## src/hw/rtl/msb_first_bit_packer_defines.svh

```systemverilog
// Assertion macros used by the bit packer back end.
`ifndef MSB_FIRST_BIT_PACKER_DEFINES_SVH
`define MSB_FIRST_BIT_PACKER_DEFINES_SVH

// Check a consequent in the same cycle as its antecedent.
`define MSBBP_ASSERT_SAME(label, clk, rst_n, ante, cons) \
    label: assert property (@(posedge clk) disable iff (!rst_n) (ante) |-> (cons)) \
        else $error("bit packer check failed");

// Check a consequent in the cycle after its antecedent.
`define MSBBP_ASSERT_NEXT(label, clk, rst_n, ante, cons) \
    label: assert property (@(posedge clk) disable iff (!rst_n) (ante) |=> (cons)) \
        else $error("bit packer check failed");

`endif

```

## src/hw/rtl/msbbp_pkg.sv

```systemverilog
// Shared types and constants of the MSB-first bit packer.
package msbbp_pkg;

    localparam int VALUE_BITS  = 32;
    localparam int LENGTH_BITS = 6;
    localparam int IN_DATA_BITS  = 40;
    localparam int OUT_DATA_BITS = 32;
    localparam int QUEUE_DEPTH = 2;

    typedef struct packed {
        logic                   close;
        logic [VALUE_BITS-1:0]  value;
        logic [LENGTH_BITS-1:0] length;
    } item_t;

endpackage

```

## src/hw/rtl/msb_first_bit_packer.sv

```systemverilog
// A completed word reaches m_tvalid through the two-entry queue and then the output register.
// Throughput: one input word per cycle unless m_tready stalls the output register and the queue fills.
// A close on an empty buffer and a zero-length put produce no output word.
// Reset (rst_n low, asynchronous) empties the queue, clears the word buffer,
// the fill count and the output valid.
module msb_first_bit_packer #(
    parameter int WORD_BITS = 32
) (
    input  logic                                  clk,
    input  logic                                  rst_n,
    input  logic                                  s_tvalid,
    output logic                                  s_tready,
    input  logic [msbbp_pkg::IN_DATA_BITS-1:0]    s_tdata,   // field_value[31:0], field_length[37:32], zero pad
    input  logic                                  s_tuser,   // cmd
    output logic                                  m_tvalid,
    input  logic                                  m_tready,
    output logic [msbbp_pkg::OUT_DATA_BITS-1:0]   m_tdata,   // packed_word[31:0]
    output logic                                  m_tuser    // is_flush
);
    import msbbp_pkg::*;

    logic  queue_ready;
    logic  push;
    item_t push_item;
    logic  pop;
    logic  pop_valid;
    item_t pop_item;

    msbbp_front #(
        .WORD_BITS(WORD_BITS)
    ) u_front (
        .s_tvalid    (s_tvalid),
        .s_tready    (s_tready),
        .cmd         (s_tuser),
        .field_value (s_tdata[VALUE_BITS-1:0]),
        .field_length(s_tdata[VALUE_BITS+LENGTH_BITS-1:VALUE_BITS]),
        .queue_ready (queue_ready),
        .push        (push),
        .item        (push_item)
    );

    msbbp_queue u_queue (
        .clk       (clk),
        .rst_n     (rst_n),
        .push      (push),
        .push_item (push_item),
        .push_ready(queue_ready),
        .pop       (pop),
        .pop_valid (pop_valid),
        .pop_item  (pop_item)
    );

    msbbp_back #(
        .WORD_BITS(WORD_BITS)
    ) u_back (
        .clk        (clk),
        .rst_n      (rst_n),
        .item_valid (pop_valid),
        .item       (pop_item),
        .pop        (pop),
        .m_tvalid   (m_tvalid),
        .m_tready   (m_tready),
        .packed_word(m_tdata),
        .is_flush   (m_tuser)
    );

endmodule

```

## src/hw/rtl/msbbp_front.sv

```systemverilog
// Front end: accept words, saturate length, mask value, drop empty puts.
module msbbp_front #(
    parameter int WORD_BITS = 32
) (
    input  logic                                  s_tvalid,
    output logic                                  s_tready,
    input  logic                                  cmd,
    input  logic [msbbp_pkg::VALUE_BITS-1:0]      field_value,
    input  logic [msbbp_pkg::LENGTH_BITS-1:0]     field_length,
    input  logic                                  queue_ready,
    output logic                                  push,
    output msbbp_pkg::item_t                      item
);
    import msbbp_pkg::*;

    localparam int LIMIT = (WORD_BITS < VALUE_BITS) ? WORD_BITS : VALUE_BITS;

    logic [LENGTH_BITS-1:0] len_sat;
    logic [VALUE_BITS-1:0]  value_mask;
    logic                   keep;

    always_comb
    begin
        len_sat    = (field_length > LENGTH_BITS'(LIMIT)) ? LENGTH_BITS'(LIMIT) : field_length;
        value_mask = ~({VALUE_BITS{1'b1}} << len_sat);
        keep       = cmd || (len_sat != '0);
        item.close  = cmd;
        item.value  = field_value & value_mask;
        item.length = len_sat;
    end

    assign s_tready = queue_ready;
    assign push     = s_tvalid && queue_ready && keep;

endmodule

```

## src/hw/rtl/msbbp_queue.sv

```systemverilog
// Short queue between the front end and the packing back end.
module msbbp_queue (
    input  logic             clk,
    input  logic             rst_n,
    input  logic             push,
    input  msbbp_pkg::item_t push_item,
    output logic             push_ready,
    input  logic             pop,
    output logic             pop_valid,
    output msbbp_pkg::item_t pop_item
);
    import msbbp_pkg::*;

    localparam int PW = $clog2(QUEUE_DEPTH);
    localparam int CW = $clog2(QUEUE_DEPTH + 1);

    item_t           entry_reg [QUEUE_DEPTH];
    logic [PW-1:0]   wr_ptr_reg, wr_ptr_next;
    logic [PW-1:0]   rd_ptr_reg, rd_ptr_next;
    logic [CW-1:0]   count_reg, count_next;
    logic            do_push, do_pop;

    assign push_ready = (count_reg != CW'(QUEUE_DEPTH));
    assign pop_valid  = (count_reg != '0);
    assign pop_item   = entry_reg[rd_ptr_reg];
    assign do_push    = push && push_ready;
    assign do_pop     = pop && pop_valid;

    always_comb
    begin
        wr_ptr_next = wr_ptr_reg;
        rd_ptr_next = rd_ptr_reg;
        count_next  = count_reg;
        if (do_push)
        begin
            wr_ptr_next = (wr_ptr_reg == PW'(QUEUE_DEPTH - 1)) ? '0 : wr_ptr_reg + 1'b1;
        end
        if (do_pop)
        begin
            rd_ptr_next = (rd_ptr_reg == PW'(QUEUE_DEPTH - 1)) ? '0 : rd_ptr_reg + 1'b1;
        end
        if (do_push && !do_pop)
        begin
            count_next = count_reg + 1'b1;
        end
        else if (!do_push && do_pop)
        begin
            count_next = count_reg - 1'b1;
        end
    end

    always_ff @(posedge clk or negedge rst_n)
    begin
        if (!rst_n)
        begin
            wr_ptr_reg <= '0;
            rd_ptr_reg <= '0;
            count_reg  <= '0;
        end
        else
        begin
            wr_ptr_reg <= wr_ptr_next;
            rd_ptr_reg <= rd_ptr_next;
            count_reg  <= count_next;
        end
    end

    always_ff @(posedge clk)
    begin
        if (do_push)
        begin
            entry_reg[wr_ptr_reg] <= push_item;
        end
    end

endmodule

```

## src/hw/rtl/msbbp_back.sv

```systemverilog
// Back end: barrel-shift fields into the word buffer and register output words.
module msbbp_back #(
    parameter int WORD_BITS = 32
) (
    input  logic                                  clk,
    input  logic                                  rst_n,
    input  logic                                  item_valid,
    input  msbbp_pkg::item_t                      item,
    output logic                                  pop,
    output logic                                  m_tvalid,
    input  logic                                  m_tready,
    output logic [msbbp_pkg::OUT_DATA_BITS-1:0]   packed_word,
    output logic                                  is_flush
);
    import msbbp_pkg::*;

    `include "msb_first_bit_packer_defines.svh"

    localparam int W  = WORD_BITS;
    localparam int DW = 2 * WORD_BITS;
    localparam int FW = $clog2(WORD_BITS);
    localparam int TW = FW + 1;
    localparam int SW = $clog2(2 * WORD_BITS + 1);

    logic [W-1:0]   word_buffer_reg, word_buffer_next;
    logic [FW-1:0]  fill_count_reg, fill_count_next;
    logic           out_valid_reg, out_valid_next;
    logic [OUT_DATA_BITS-1:0] out_word_reg, out_word_next;
    logic           out_flush_reg, out_flush_next;

    logic [TW-1:0]  total;
    logic [SW-1:0]  shamt;
    logic [DW-1:0]  val_wide;
    logic [DW-1:0]  combined;
    logic           fits;
    logic [W-1:0]   low_mask;

    assign pop = item_valid && (!out_valid_reg || m_tready);

    always_comb
    begin
        total    = TW'(fill_count_reg) + TW'(item.length);
        shamt    = SW'(DW) - SW'(total);
        val_wide = DW'(item.value);
        combined = {word_buffer_reg, {W{1'b0}}} | (val_wide << shamt);
        fits     = (total < TW'(W));
        low_mask = {W{1'b1}} >> fill_count_reg;

        word_buffer_next = word_buffer_reg;
        fill_count_next  = fill_count_reg;
        out_valid_next   = out_valid_reg && !m_tready;
        out_word_next    = out_word_reg;
        out_flush_next   = out_flush_reg;

        if (pop)
        begin
            if (item.close)
            begin
                if (fill_count_reg != '0)
                begin
                    out_valid_next   = 1'b1;
                    out_word_next    = OUT_DATA_BITS'(64'(word_buffer_reg));
                    out_flush_next   = 1'b1;
                    word_buffer_next = '0;
                    fill_count_next  = '0;
                end
            end
            else if (fits)
            begin
                word_buffer_next = combined[DW-1:W];
                fill_count_next  = FW'(total);
            end
            else
            begin
                out_valid_next   = 1'b1;
                out_word_next    = OUT_DATA_BITS'(64'(combined[DW-1:W]));
                out_flush_next   = 1'b0;
                word_buffer_next = combined[W-1:0];
                fill_count_next  = FW'(total - TW'(W));
            end
        end
    end

    always_ff @(posedge clk or negedge rst_n)
    begin
        if (!rst_n)
        begin
            word_buffer_reg <= '0;
            fill_count_reg  <= '0;
            out_valid_reg   <= 1'b0;
        end
        else
        begin
            word_buffer_reg <= word_buffer_next;
            fill_count_reg  <= fill_count_next;
            out_valid_reg   <= out_valid_next;
        end
    end

    always_ff @(posedge clk)
    begin
        out_word_reg  <= out_word_next;
        out_flush_reg <= out_flush_next;
    end

    assign m_tvalid    = out_valid_reg;
    assign packed_word = out_word_reg;
    assign is_flush    = out_flush_reg;

    `MSBBP_ASSERT_SAME(a_unused_bits_zero, clk, rst_n, 1'b1, (word_buffer_reg & low_mask) == '0)
    `MSBBP_ASSERT_NEXT(a_close_flushes, clk, rst_n, pop && item.close && (fill_count_reg != '0), out_valid_reg && out_flush_reg && (fill_count_reg == '0))
    `MSBBP_ASSERT_NEXT(a_partial_put_quiet, clk, rst_n, pop && !item.close && fits, (fill_count_reg == $past(FW'(total))) && (out_valid_reg == $past(out_valid_reg && !m_tready)))

endmodule

```

## config.mk

```make
export PLATFORM = sky130hd
export DESIGN_NAME = msb_first_bit_packer
export DESIGN_NICKNAME = d
export VERILOG_FILES = /design/src/hw/rtl/msbbp_pkg.sv /design/src/hw/rtl/msb_first_bit_packer.sv /design/src/hw/rtl/msbbp_front.sv /design/src/hw/rtl/msbbp_queue.sv /design/src/hw/rtl/msbbp_back.sv
export VERILOG_INCLUDE_DIRS = /design/src /design/src/hw/rtl
export SDC_FILE = /design/constraint.sdc
export NUM_CORES = 1
export LEC_CHECK = 0
export BUFFER_PORTS_ARGS = -buffer_cell sky130_fd_sc_hd__buf_2
export CELL_PAD_IN_SITES_DETAIL_PLACEMENT = 1
export CELL_PAD_IN_SITES_GLOBAL_PLACEMENT = 1
export CORE_MARGIN = 5
export CORE_UTILIZATION = 53
export CTS_CLUSTER_DIAMETER = 40
export DETAILED_ROUTE_END_ITERATION = 6
export PLACE_DENSITY = 0.95
export RECOVER_POWER = 25
export SYNTH_ARGS = -nofsm -noshare
export SYNTH_HDL_FRONTEND = slang
export SYNTH_SLANG_ARGS = --single-unit
```

## constraint.sdc

```tcl
create_clock -name clk -period 6.7 [get_ports clk]
set_input_delay 0.335 -clock clk [delete_from_list [all_inputs] [get_ports clk]]
set_output_delay 0.335 -clock clk [all_outputs]
set_load 0.01 [all_outputs]
```

==> impl_metrics.env, run 1 <==
export IMPL_r2r_slack_ps=1380
export IMPL_setup_worst_path_start_class="register"
export IMPL_setup_tns_ps=0
export IMPL_largest_reg_flops=78
export IMPL_die_h_um=141
export IMPL_drc=0
export IMPL_gr_total_overflow=0
export IMPL_crit_end="u_back.packed_word[24]"
export IMPL_final_layout_size_suffix_gt1_frac=0.230
export IMPL_antenna_found_initial=0
export IMPL_timing_rr_start="u_queue.rd_ptr_reg"
export IMPL_reg2regPathDepth=10
export IMPL_coreArea_um2=17100
export IMPL_ios=80
export IMPL_area_delta_synth_final_pct=11.1
export IMPL_critical_path_class="reg -> reg"
export IMPL_n_fill_cell=1819
export IMPL_grtUsageTotal=0.274
export IMPL_port_buffers=77
export IMPL_relSlewSlack=-0.730
export IMPL_layout_nets=895
export IMPL_rows=48
export IMPL_slew_viol_final=43
export IMPL_synth_edf_count=111
export IMPL_setup_violations=0
export IMPL_startpoint="u_queue.rd_ptr_reg"
export IMPL_htreeDepth=4
export IMPL_r2r_end="u_back.packed_word[24]"
export IMPL_ant_nets=0
export IMPL_holdCritPathClass="in -> reg"
export IMPL_cts_tree="yes"
export IMPL_skew_ps=14.8
export IMPL_dp_final_hpwl_mm=19.0
export IMPL_place_congestion=0.935
export IMPL_async_reset_ff_frac=0.275
export IMPL_die_w_um=141
export IMPL_critPathCaptureType="register"
export IMPL_grt_max_degree=43
export IMPL_grt_pass1_wl_mm=42.3
export IMPL_dr_pass1_iters=5
export IMPL_cap_violations=1
export IMPL_yosysSeqAreaShare=0.480
export IMPL_start_util=0.533
export IMPL_wl_mm=26.8
export IMPL_period_minus_slack_ps=5320
export IMPL_clk_pin_slew_ps=70
export IMPL_cts_hold_buf=0
export IMPL_final_hold_viol_count=0
export IMPL_dieArea_um2=19900
export IMPL_rsz0062_at_grt="no"
export IMPL_ys_warn_count=0
export IMPL_yosysUniqueCellTypes=73
export IMPL_clk_path_buf_depth=2
export IMPL_synth_top_cell_area_share=0.365
export IMPL_status="finished with violations"
export IMPL_yosys_top_cells_area="edfxtp_1, dfrtp_1, mux4_2, mux2i_1, nand2_1"
export IMPL_worstMarginPinSlew_ps=2590
export IMPL_cts_buffers=17
export IMPL_vias=7060
export IMPL_worstPathRequired_ps=6880
export IMPL_synth_largest_area_cell="edfxtp_1"
export IMPL_cts_resized=0
export IMPL_diodes=0
export IMPL_ys_ff_latch=153
export IMPL_synth_area_um2=9130
export IMPL_wl_per_cell_um=24.8
export IMPL_crit_fanout=40
export IMPL_period_share=0.794
export IMPL_clk_latency_ps=440
export IMPL_synth_nets=844
export IMPL_root_buffer="clkbuf_16"
export IMPL_drt_iter0_markers=711
export IMPL_vias_per_cell=6.54
export IMPL_cp_arrival_ps=5500
export IMPL_failed_checks="capacitance limit, slew limit"
export IMPL_timing_fmax_ghz=0.188
export IMPL_grt_pass1_vias=7356
export IMPL_yosys_most_used_dff="edfxtp_1"
export IMPL_post_cts_buffers=0
export IMPL_netlist_instances=791
export IMPL_cts_sinks=153
export IMPL_avgSynthCellArea_um2=11.5
-- routing by layer --
metal  up-vias  routed length [um]  GRT usage
li1       3094                   -          -
met1      3543               10900      0.354
met2       353               13100      0.457
met3        70                1880     0.0451
met4         0                 995      0.123
met5         -                   0          0
-- how the worst min path moves through the flow --
stage                                     from                          to  slack (ps)  cells after the start
floorplan                                rst_n    u_back.fill_count_reg[0]          40                      0
global placement    u_back.word_buffer_reg[31]  u_back.word_buffer_reg[31]         460                      2
detailed placement  u_back.word_buffer_reg[30]  u_back.word_buffer_reg[30]         480                      2
CTS                                    s_tuser    u_queue.entry_reg[1][38]          90                      1
global route                           s_tuser    u_queue.entry_reg[1][38]         140                      1
finish                                 s_tuser    u_queue.entry_reg[0][38]         150                      1
-- through the flow --
step           worst slack, ps  area (um^2)  cells  hold slack [ps]  utilization
2_1_floorplan             2260         9130    791             39.4            -
3_3_place_gp              1690         9580   1048              458        0.560
3_5_place_dp              1530         9580   1048              479        0.560
4_1_cts                   1440        10100   1080             89.9        0.592
5_1_grt                    980        10100   1080              135        0.592
6_report                  1380        10100   1080              147        0.592
-- layout make-up --
class / instances / area, um^2 / share of cell area
well taps: 225 / 282 / 0.0278
multi-input cells: 570 / 4410 / 0.435
inverters: 15 / 56.3 / 0.00555
clock inverters: 15 / 133 / 0.0131
flip-flops and latches: 153 / 4390 / 0.433
clock buffers: 17 / 425 / 0.0420
repair buffers: 85 / 442 / 0.0436
-- synthesized netlist by cell type (3+ instances only) --
cell type,n
a21boi_0,10
a21o_1,12
a21oi_1,23
a21oi_2,3
a221o_1,24
a22o_2,3
a2bb2oi_1,3
a311o_1,3
a31oi_1,6
and2_0,3
and2_1,5
and3_1,5
buf_1,4
buf_2,7
buf_4,5
buf_6,8
clkbuf_1,29
dfrtp_1,42
edfxtp_1,111
ha_1,7
inv_1,14
mux2_2,21
mux2i_1,59
mux4_2,32
nand2_1,91
nand2b_1,4
nand3_1,11
nor2_1,79
nor2b_1,15
nor3_1,17
o21a_1,20
o21ai_0,35
o21ai_1,4
o221ai_1,9
o22ai_1,3
o31a_1,6
o41a_1,3
or3_1,3
xnor2_1,5
xor2_1,4
-- layout by cell type, fill, tap and decap left out, types with 6 or more instances in the layout --
master,instances
buf_4,8
nand2_1,91
o31a_1,6
mux2_2,21
a21o_1,12
a21boi_0,10
nor2b_1,15
a221o_1,24
nand3_1,11
inv_1,14
mux2i_1,59
o21ai_0,35
o21a_1,20
clkbuf_16,17
a21oi_1,23
edfxtp_1,111
nor2_1,78
mux4_2,32
buf_2,74
dfrtp_1,41
a31oi_1,6
nor3_1,17
o221ai_1,9
ha_1,7
-- critical path, stage by stage (launching register included) --
cell and delay, ps:
dfrtp_2 400, buf_4 590, mux2i_1 430, fa_1 510
ha_1 1040, inv_2 470, o21ai_0 610, mux2i_1 230
mux2i_1 360, nor2_1 70, a311o_1 340
-- cells by family (layout without fill, tap and decap cells) --
family | Yosys count | in the layout | share of synthesized area
and+or+nand+nor | 247 | 247 | 0.123
AOI/OAI and AO/OA | 188 | 188 | 0.153
DFF | 153 | 153 | 0.480
muxes | 112 | 112 | 0.170
buffers and inverters | 68 | 132 | 0.0376
xor gates and xnor gates | 15 | 15 | 0.0240
adders and majority gates | 8 | 8 | 0.0118
Power of run 1 is left out: the tool's default activity adds up to more than one toggle a clock period on the data nets, which glitch-free logic cannot reach.
==> run 2: changes to the inputs <==
Settings changed: CORE_UTILIZATION 53 to 44, PLACE_DENSITY 0.95 to 0.87.
Clock period 6.7 ns to 4.7 ns, I/O delays scaled along.
==> run 2 against run 1 <==
Effect of this change: the run still ends with capacitance limit, slew limit left; cell area is 1.2% higher; worst setup slack worse by 1200 ps; clock-buffer cell count is 1 higher; worst hold slack worse by 16 ps; final cell count is 5.0% higher; fmax is 19% higher; sequential share of layout area is 0.51 points lower; die area is 19% higher.
==> impl_metrics.env, run 2 (synthesis gave the netlist of run 1 again) <==
export IMPL_grt_pass1_vias=7225
export IMPL_period_share=0.952
export IMPL_dp_final_hpwl_mm=19.5
export IMPL_failed_checks="capacitance limit, slew limit"
export IMPL_max_stage_delay_ps=620
export IMPL_holdCritPathClass="in -> reg"
export IMPL_coreArea_um2=20300
export IMPL_critPathCaptureType="register"
export IMPL_port_buffers=77
export IMPL_gr_total_overflow=0
export IMPL_timing_rr_start="u_queue.rd_ptr_reg"
export IMPL_critPathSlowestCell="xnor3_4"
export IMPL_cp_cell_sequence="mux2_2 > ha_1 > inv_1 > fa_1 > ha_1 > xnor3_4 > buf_4 > mux2i_1 > nor2_1 > a31oi_1 > mux2_2 > o22ai_1 > a221o_1"
export IMPL_routed_top_layer="met4"
export IMPL_area_delta_synth_final_pct=12.4
export IMPL_dieArea_um2=23700
export IMPL_hold_depth=2
export IMPL_wl_mm=26.3
export IMPL_worstPathRequired_ps=4870
export IMPL_final_common_cell="edfxtp_1"
export IMPL_routed_wl_met3_mm=1.54
export IMPL_met1_length_mm=10.9
export IMPL_min_from="s_tdata[25]"
export IMPL_clk_path_buf_depth=2
export IMPL_htreeDepth=4
export IMPL_timing_fmax_ghz=0.223
export IMPL_crit_fanout=19
export IMPL_r2r_end="u_back.packed_word[21]"
export IMPL_root_buffer="clkbuf_16"
export IMPL_grt_max_degree=43
export IMPL_ios=80
export IMPL_cts_tree="yes"
export IMPL_final_hold_viol_count=0
export IMPL_hold_path_end="u_queue.entry_reg[1][31]"
export IMPL_vias_per_cell=6.09
export IMPL_cts_resized=0
export IMPL_post_cts_buffers=0
export IMPL_rsz0062_at_grt="no"
export IMPL_die_w_um=154
export IMPL_dr_pass1_iters=5
export IMPL_reg2regPathDepth=13
export IMPL_dpl_cell_area_um2=9700
export IMPL_n_fill_cell=2209
export IMPL_antenna_found_initial=0
export IMPL_grtUsageTotal=0.222
export IMPL_design_area_um2=10300
export IMPL_layout_nets=904
export IMPL_die_h_um=154
export IMPL_final_layout_size_suffix_gt1_frac=0.234
export IMPL_cp_arrival_ps=4650
export IMPL_largest_reg_flops=78
export IMPL_ant_nets=0
export IMPL_wl_per_cell_um=23.2
export IMPL_vias=6908
export IMPL_diodes=0
export IMPL_clk_pin_slew_ps=60
export IMPL_drt_iter0_markers=588
export IMPL_cts_sinks=153
export IMPL_critical_path_class="reg -> reg"
export IMPL_r2r_slack_ps=230
export IMPL_status="finished with violations"
export IMPL_cap_violations=1
export IMPL_final_cell_mix="edfxtp_1, nand2_1, nor2_1"
export IMPL_rows=52
export IMPL_met2_length_mm=13.1
export IMPL_setup_violations=0
export IMPL_worstMarginPinSlew_ps=2570
export IMPL_period_minus_slack_ps=4470
export IMPL_grt_pass1_wl_mm=41.2
export IMPL_start_util=0.450
export IMPL_place_congestion=0.991
export IMPL_cts_hold_buf=1
export IMPL_relSlewSlack=-0.716
export IMPL_skew_ps=9.65
export IMPL_cts_buffers=17
export IMPL_slew_viol_final=43
export IMPL_setup_worst_path_start_class="register"
export IMPL_drc=0
export IMPL_clk_latency_ps=430
export IMPL_final_core_util=0.505
export IMPL_setup_tns_ps=0
run 2: stage by stage:
stage	setup WS, ps	hold slack (ps)	std cells
global route	44.6	122	1134
finish	225	130	1134
detailed placement	326	451	1101
CTS	273	48.6	1134
floorplan	257	-60.6	791
global placement	394	452	1101
run 2: worst max-delay path by stage:
stage,startpoint,endpoint,cells after the start
floorplan,u_queue.rd_ptr_reg,u_back.packed_word[1],16
global placement,u_queue.rd_ptr_reg,u_back.packed_word[21],13
global route,u_queue.rd_ptr_reg,u_back.packed_word[21],13
CTS,u_queue.rd_ptr_reg,u_back.packed_word[21],13
detailed placement,u_queue.rd_ptr_reg,u_back.packed_word[21],13
finish,u_queue.rd_ptr_reg,u_back.packed_word[21],13
run 2: cell type report:
cell class,instances,area (um^2),share of cell area
Inverter,15,56.3,0.00549
Clock buffer,18,429,0.0418
Sequential cell,153,4390,0.427
Tap cell,270,338,0.0329
Multi-Input combinational cell,570,4410,0.430
Timing Repair Buffer,94,512,0.0499
Clock inverter,14,124,0.0121
run 2: critical path: cells and delay by family, from the launching register on:
family          cells  cell delay (ps)
flops               1              360
compound gates      3             1060
buf+inv             2              360
mux                 3              830
fa+ha+maj           3              930
xor+xnor            1              620
simple gates        1               60
run 2: metal layers:
| layer | vias to the layer above | track usage |
|---|---|---|
| li1 | 3116 | - |
| met1 | 3472 | 0.283 |
| met2 | 274 | 0.378 |
| met3 | 46 | 0.0441 |
| met4 | 0 | 0.0765 |
| met5 | - | 0 |
Power of run 2 is left out for the same reason.
==> run 3: changes to the inputs <==
Settings changed: SYNTH_HIERARCHICAL set to 1.
==> run 3 against run 2 <==
Effect of this change: the flow finishes with violations (DRC, capacitance limit, slew limit); register-to-register slack better by 240 ps; synthesized cell count down 3.0%; non-clock buffer count up 5; via count down 0.61%; clock-buffer cell count unchanged; clock skew up 0.58 ps; final cell count down 1.3%; worst hold slack worse by 17 ps; critical path depth down 2; sequential share of layout area down 0.11 points; flip-flop and latch count unchanged.
==> impl_metrics.env, run 3 <==
export IMPL_status="finished with violations"
export IMPL_failed_checks="DRC, capacitance limit, slew limit"
export IMPL_grt_pass1_wl_mm=41.1
export IMPL_hold_depth=3
export IMPL_synth_top_cell_area_share=0.367
export IMPL_diodes=0
export IMPL_wl_mm=26.3
export IMPL_hold_path_end="u_back/m_tvalid"
export IMPL_rsz0062_at_grt="no"
export IMPL_drc=1
export IMPL_cts_resized=0
export IMPL_yosys_most_used_dff="edfxtp_1"
export IMPL_hold_slack_ps=113
export IMPL_cp_arrival_ps=4530
export IMPL_setup_tns_ps=0
export IMPL_min_from="m_tready"
export IMPL_vias=6866
export IMPL_ant_nets=0
export IMPL_timing_fmax_ghz=0.236
export IMPL_yosysUniqueCellTypes=72
export IMPL_ios=80
export IMPL_coreArea_um2=20300
export IMPL_drt_iter0_markers=593
export IMPL_clk_latency_ps=430
export IMPL_cts_tree="yes"
export IMPL_reg2regPathDepth=11
export IMPL_max_stage_delay_ps=530
export IMPL_ys_warn_count=6
export IMPL_vias_per_cell=6.14
export IMPL_yosys_top_cells_area="edfxtp_1, dfrtp_1, mux2i_1, mux2_2, mux4_2"
export IMPL_wl_per_cell_um=23.5
export IMPL_worst_path_most_repeated_cell="buf_4"
export IMPL_relSlewSlack=-0.747
export IMPL_timing_rr_start="u_queue/rd_ptr_reg"
export IMPL_htreeDepth=4
export IMPL_rows=52
export IMPL_post_cts_buffers=0
export IMPL_final_cell_mix="edfxtp_1, buf_2, mux2i_1"
export IMPL_cts_buffers=17
export IMPL_synth_area_um2=9080
export IMPL_worstPathRequired_ps=4990
export IMPL_yosysSeqAreaShare=0.483
export IMPL_cts_sinks=153
export IMPL_critPathCaptureType="register"
export IMPL_placed_cells=1088
export IMPL_ys_ff_latch=153
export IMPL_seq_area_um2=4380
export IMPL_period_share=0.901
export IMPL_final_layout_size_suffix_gt1_frac=0.266
export IMPL_critPathSlowestCell="o211a_1"
export IMPL_skew_ps=10.2
export IMPL_final_common_cell="edfxtp_1"
export IMPL_synth_nets=820
export IMPL_final_hold_viol_count=0
export IMPL_avgSynthCellArea_um2=11.8
export IMPL_clk_path_buf_depth=2
export IMPL_stdcell_count=1119
export IMPL_r2r_end="u_back/packed_word[8]"
export IMPL_antenna_found_initial=0
export IMPL_slew_viol_final=43
export IMPL_gr_total_overflow=0
export IMPL_multiInputGateArea_um2=4390
export IMPL_grtUsageTotal=0.221
export IMPL_area_delta_synth_final_pct=13.2
export IMPL_dr_pass1_iters=7
export IMPL_crit_fanout=19
export IMPL_synth_common_cells="edfxtp_1, mux2i_1, nand2_1"
export IMPL_grt_max_degree=43
export IMPL_start_util=0.448
export IMPL_r2r_slack_ps=470
export IMPL_dieArea_um2=23600
export IMPL_critical_path_class="reg -> reg"
export IMPL_dp_final_hpwl_mm=19.3
export IMPL_async_reset_ff_frac=0.275
export IMPL_die_w_um=154
export IMPL_cts_hold_buf=0
export IMPL_synth_edf_count=111
export IMPL_cap_violations=1
export IMPL_clk_pin_slew_ps=70
export IMPL_cp_cell_sequence="buf_4 > mux2_2 > ha_1 > xnor2_1 > a22o_1 > o211a_1 > buf_4 > mux2i_1 > nor2_1 > nor3_1 > a21o_1"
export IMPL_worstMarginPinSlew_ps=2620
export IMPL_grt_pass1_vias=7161
export IMPL_setup_violations=0
export IMPL_layout_nets=890
export IMPL_largest_reg_flops=78
export IMPL_setup_worst_path_start_class="register"
export IMPL_netlist_instances=767
export IMPL_holdCritPathClass="in -> reg"
export IMPL_root_buffer="clkbuf_16"
export IMPL_period_minus_slack_ps=4230
export IMPL_n_fill_cell=2179
export IMPL_synth_largest_area_cell="edfxtp_1"
export IMPL_port_buffers=77
export IMPL_synth_most_common_cell="edfxtp_1"
export IMPL_die_h_um=154
export IMPL_place_congestion=0.948
-- run 3: cell count changes after synthesis, sizes merged, moves of 9 or more --
cell	before	now
a31oi	6	19
mux2	21	55
a221o	24	8
clkbuf	29	13
mux4	32	23
nor2	81	53
o21a	20	9
nand2	93	63
buf	24	35
-- run 3: how the worst max path moves through the flow --
| stage | slack (ps) | cells past startpoint | to | from |
|---|---|---|---|---|
| floorplan | 380 | 16 | u_back/packed_word[26] | u_queue/rd_ptr_reg |
| global placement | 650 | 11 | u_back/packed_word[8] | u_queue/rd_ptr_reg |
| detailed placement | 580 | 11 | u_back/packed_word[8] | u_queue/rd_ptr_reg |
| CTS | 510 | 12 | u_back/packed_word[26] | u_queue/rd_ptr_reg |
| global route | 250 | 11 | u_back/packed_word[8] | u_queue/rd_ptr_reg |
| finish | 470 | 11 | u_back/packed_word[8] | u_queue/rd_ptr_reg |
-- run 3: metal layers --
layer	global-route usage	wire length [um]	up-vias
met4	0.0706	603	0
met1	0.286	10900	3472
met2	0.380	13200	282
met5	0	0	-
li1	-	-	3071
met3	0.0379	1570	41
-- run 3: metrics by stage --
stage | area, um^2 | util | setup slack, ps
after CTS | 10300 | 0.507 | 506
final | 10300 | 0.506 | 468
after global placement | 9740 | 0.480 | 655
after detailed placement | 9740 | 0.480 | 577
after global routing | 10300 | 0.506 | 247
after floorplan | 9080 | - | 382
-- run 3: layout make-up --
class                   instances  share of cell area
multi-input cells             552               0.427
flip-flops and latches        153               0.426
repair buffers                 99              0.0556
clock buffers                  18              0.0417
well taps                     270              0.0329
clock inverters                13              0.0117
inverters                      14             0.00511
-- run 3: cell families (layout without fill, tap and decap cells) --
group / Yosys count / in the layout / synth area share
flops: 153 / 153 / 0.483
xor+xnor: 12 / 12 / 0.0189
buf+inv: 62 / 144 / 0.0379
fa+ha+maj: 8 / 8 / 0.0118
simple gates: 207 / 207 / 0.113
mux: 145 / 145 / 0.199
compound gates: 180 / 180 / 0.137
-- run 3: critical path, delay by kind of cell, from the launching register on --
family,cells,cell delay (ps)
AO/OA/AOI/OAI,3,970
adder cells (fa/ha/maj),1,390
flip-flops,1,430
buffers and inverters,2,650
XOR/XNOR,1,460
multiplexers,2,660
AND/OR/NAND/NOR,2,500
Power of run 3 is left out for the same reason.
